**config.mk**
```make
export PLATFORM = sky130hd
export DESIGN_NAME = kci_ram
export DESIGN_NICKNAME = d
export VERILOG_FILES = /design/src/rtl/kci_ram.sv
export SDC_FILE = /design/constraint.sdc
export NUM_CORES = 2
export LEC_CHECK = 0
export ABC_CLOCK_PERIOD_IN_PS = 6500
export BUFFER_PORTS_ARGS = -buffer_cell sky130_fd_sc_hd__buf_4
export CAP_MARGIN = 20
export CORE_ASPECT_RATIO = 0.6
export CORE_MARGIN = 5
export CORE_UTILIZATION = 40
export CTS_CLUSTER_SIZE = 28
export DETAILED_ROUTE_END_ITERATION = 10
export SYNTH_ARGS = -nofsm -noshare
export SYNTH_HDL_FRONTEND = slang
export SYNTH_SLANG_ARGS = --single-unit
```
**constraint.sdc**
```tcl
create_clock -name clk -period 6.5 [get_ports clk]
set_input_delay 0.65 -clock clk [delete_from_list [all_inputs] [get_ports clk]]
set_output_delay 0.65 -clock clk [all_outputs]
set_load 0.005 [all_outputs]
```
**src/rtl/kci_ram.sv**
```systemverilog
`default_nettype none

module kci_ram #(
    parameter int WIDTH = 64,
    parameter int DEPTH = 64
) (
    input  wire logic                     clk,
    input  wire logic                     we,
    input  wire logic [$clog2(DEPTH)-1:0] waddr,
    input  wire logic [WIDTH-1:0]         wdata,
    input  wire logic [$clog2(DEPTH)-1:0] raddr,
    output logic      [WIDTH-1:0]         rdata
);

    logic [WIDTH-1:0] mem [0:DEPTH-1];

    always_ff @(posedge clk)
    begin
        if (we)
        begin
            mem[waddr] <= wdata;
        end
        rdata <= mem[raddr];
    end

endmodule

`default_nettype wire

```
==> impl_metrics.env <==
export IMPL_run_status="finished clean"
export IMPL_final_period_minus_worst_setup_slack_ns=3.05
export IMPL_synth_area_per_cell_um2=23.7
export IMPL_globalplace_congestion=0.798
export IMPL_grt_start_max_net_pins=115
export IMPL_netlist_area_leader_share_pct=78.7
export IMPL_worst_endpoint_arrival_ns=3.80
export IMPL_critPathRequiredTime_ns=7.25
export IMPL_cts_buffers_inserted=355
export IMPL_critical_path_startpoint="raddr[1]"
export IMPL_cp_endpoint="rdata[21]$_DFF_P_"
export IMPL_die_height_um=494
export IMPL_mappedNetlistNets=6676
export IMPL_gr_usage_all_layers_pct=21.8
export IMPL_wire_length_of_the_first_global_routing_pass_mm=619
export IMPL_drt_antenna_violating_nets=0
export IMPL_cts_repair_resized=0
export IMPL_grt_antenna_before_repair=48
export IMPL_drt_pass1_iter_count=5
export IMPL_dieArea_um2=404000
export IMPL_startpoint_type="input pin"
export IMPL_critical_path_reg2reg_endpoint="rdata[12]$_DFF_P_"
export IMPL_cts_root_buf="clkbuf_16"
export IMPL_routed_via_density=6.16
export IMPL_routedWlPerCell_um=35.9
export IMPL_power_density_nw_per_um2=306
export IMPL_first_global_vias=74900
export IMPL_fp_coreArea_um2=388000
export IMPL_number_of_nets_in_the_finished_design=7048
export IMPL_total_power_mw=54.1
export IMPL_clock_sinks=4160
export IMPL_detail_route_drc_violations=0
export IMPL_cpMaxStageDelayCell="buf_8"
export IMPL_flip_flop_and_latch_count_after_synthesis=4160
export IMPL_crit_path_category="in -> reg"
export IMPL_vdd_ir_drop_max_v=0.000265
export IMPL_end_kind="flop"
export IMPL_timing_fmax_mhz=328
export IMPL_final_layout_size_suffix_gt1_share_pct=27.8
export IMPL_maxCapViolCount=0
export IMPL_cts_tree="yes"
export IMPL_fillcell_total=31900
export IMPL_detailed_route_wl_mm=448
export IMPL_synth_top_cells_by_area="edfxtp_1, mux4_2, mux2i_1"
export IMPL_routed_via_count=76700
export IMPL_met3RoutedLength_mm=51.0
export IMPL_r2r_start="mem[8][12]$_DFFE_PP_"
export IMPL_cts_setup_buffers=0
export IMPL_setup_violations=0
export IMPL_mappedNetlistArea_um2=156000
export IMPL_placement_cell_area_um2=165000
export IMPL_rrSetupSlack_ns=4.38
export IMPL_yosys_warnings=0
export IMPL_worst_slew_margin_rel_pct=24.1
export IMPL_wl_met2_mm=194
export IMPL_final_cell_area_um2=177000
export IMPL_port_buffers=141
export IMPL_critical_path_cell_chain="buf_8, buf_12, buf_12, buf_4, mux4_2, a22o_1, nor2_1, a211oi_1"
export IMPL_die_x_um=817
export IMPL_path_delay_family="buffers and inverters"
export IMPL_path_common_cell="buf_12"
export IMPL_timing_hold_violations_final=0
export IMPL_slew_viol_final=0
export IMPL_clock_insertion_delay_worst_skew_ns=0.91
export IMPL_dr_max_layer_used="met5"
export IMPL_leakage_nw=54.4
export IMPL_clock_path_buffers=4
export IMPL_hpwl_mm=250
export IMPL_worst_path_largest_cell_delay_ns=0.62
export IMPL_synth_sequential_area_ratio_pct=79.5
export IMPL_reg2regPathDepth=5
export IMPL_timing_worst_slew_pin_value_ns=1.14
export IMPL_drtIter0Drc=11700
export IMPL_layout_worst_path_cycle_share_pct=46.9
export IMPL_synth_cells=6598
export IMPL_std_cell_rows=177
export IMPL_cts_hold_buffers=0
export IMPL_num_io_pins=142
export IMPL_worst_path_max_fanout=59
export IMPL_setup_repair_after_global_routing_missed_its_margin="no"
export IMPL_synth_cell_types=33
export IMPL_start_util_pct=40.2
export IMPL_area_growth_pct=13.1
export IMPL_gr_overflow_total=0
export IMPL_finalCoreUtilization_pct=45.5
export IMPL_clock_tree_htree_level_count=5
export IMPL_sum_of_negative_setup_slack_ns=0
export IMPL_holdCritPathClass="in -> reg"
export IMPL_fin_skew_ns=0.0479
export IMPL_timing_critical_path_buf_inv=4
export IMPL_clock_pin_slew_on_the_worst_setup_and_hold_paths_ns=0.07
export IMPL_path_length_in_cells_of_the_critical_path=8
export IMPL_wl_met1_mm=194
export IMPL_post_synth_top_area_cell="edfxtp_1"
==> flip-flops by register name (all words and copies together), names as in the netlist <==
| register | cells |
|---|---|
| rdata | 64 |
| mem | 4096 |
==> through the flow <==
step           setup WS, ns  hold slack, ns  std cells
2_1_floorplan         0.414           0.749       6598
3_3_place_gp           2.38           0.823      11800
3_5_place_dp           2.60           0.824      11800
4_1_cts                3.57           0.210      12400
5_1_grt                3.44           0.251      12500
6_report               3.45           0.259      12500
==> layer usage <==
metal | vias up | global-route usage, %
met5 | - | 0
met4 | 20 | 3.97
met3 | 576 | 4.75
met2 | 4589 | 31.4
met1 | 42300 | 34.5
li1 | 29200 | -
==> cell families after synthesis <==
kind of cell	share of synthesized area (%)
AO/OA/AOI/OAI	2.48
buffers and inverters	1.18
flip-flops	79.5
multiplexers	15.6
AND/OR/NAND/NOR	1.24
==> cell usage in the layout, fill, tap and decap left out, types with 15 or more instances in the layout <==
master     instances
bufinv_16         39
clkinv_2          57
o22ai_1           83
or2_2             28
nand3_1           45
a31oi_1           18
or3_1             29
a2bb2oi_1         19
and3_1            64
edfxtp_1        4096
buf_4            333
clkbuf_8          17
nor2_1            47
dfxtp_1           64
clkbuf_16        365
mux2i_1          135
inv_1             19
a41oi_1           26
clkinv_1          59
buf_12            46
nor2_4            65
mux4_2          1024
nor2b_1           24
clkbuf_1          86
diode_2           15
nand2_1           55
a22o_1            88
a22oi_1          168
a211oi_1          63
o221ai_1          38
==> worst reg2reg max path: stages (launching register included) <==
cell and delay, ns:
edfxtp_1 0.38, mux4_2 0.45, nor2b_1 0.14, a211oi_1 0.57
o22ai_1 0.27, and3_1 0.21
==> report_power, final <==
| group | internal, mW | switching [mW] | total [mW] |
|---|---|---|---|
| Sequential | 29.7 | 0.169 | 29.8 |
| Combinational | 0.975 | 1.65 | 2.62 |
| Clock | 12.1 | 9.59 | 21.7 |
==> layout make-up <==
cell class | count | area, µm² | share of cell area [%]
clock inverters | 178 | 1860 | 1.05
clock buffers | 468 | 9690 | 5.48
multi-input cells | 2049 | 30800 | 17.4
inverters | 19 | 71.3 | 0.0403
repair buffers | 385 | 3540 | 2.00
flip-flops and latches | 4160 | 124000 | 70.3
diodes | 15 | 37.5 | 0.0212
well taps | 5191 | 6490 | 3.67
==> cell usage after synthesis (all sizes together) <==
library cell  count
a211oi           63
a22o             88
a22oi           168
a2bb2oi          19
a31o              1
a31oi            18
a41oi            26
and2              3
and3             64
buf             230
clkbuf          140
dfxtp            64
edfxtp         4096
inv              19
mux2i           135
mux4           1024
nand2            58
nand2b           11
nand3            45
nand3b            2
nand4             2
nand4b            1
nor2            112
nor2b            28
nor3              2
o221ai           38
o22ai            83
or2              28
or3              29
or3b              1
==> worst min path at each step <==
| stage | from | depth (start not counted) | to | slack [ns] |
|---|---|---|---|---|
| detailed placement | mem[54][28]$_DFFE_PP_ | 4 | rdata[28]$_DFF_P_ | 0.82 |
| floorplan | wdata[0] | 0 | mem[0][0]$_DFFE_PP_ | 0.75 |
| global route | wdata[47] | 1 | mem[27][47]$_DFFE_PP_ | 0.25 |
| finish | wdata[12] | 1 | mem[8][12]$_DFFE_PP_ | 0.26 |
| CTS | wdata[47] | 1 | mem[21][47]$_DFFE_PP_ | 0.21 |
| global placement | mem[46][16]$_DFFE_PP_ | 4 | rdata[16]$_DFF_P_ | 0.82 |
Power figures use the tool's default switching activity.
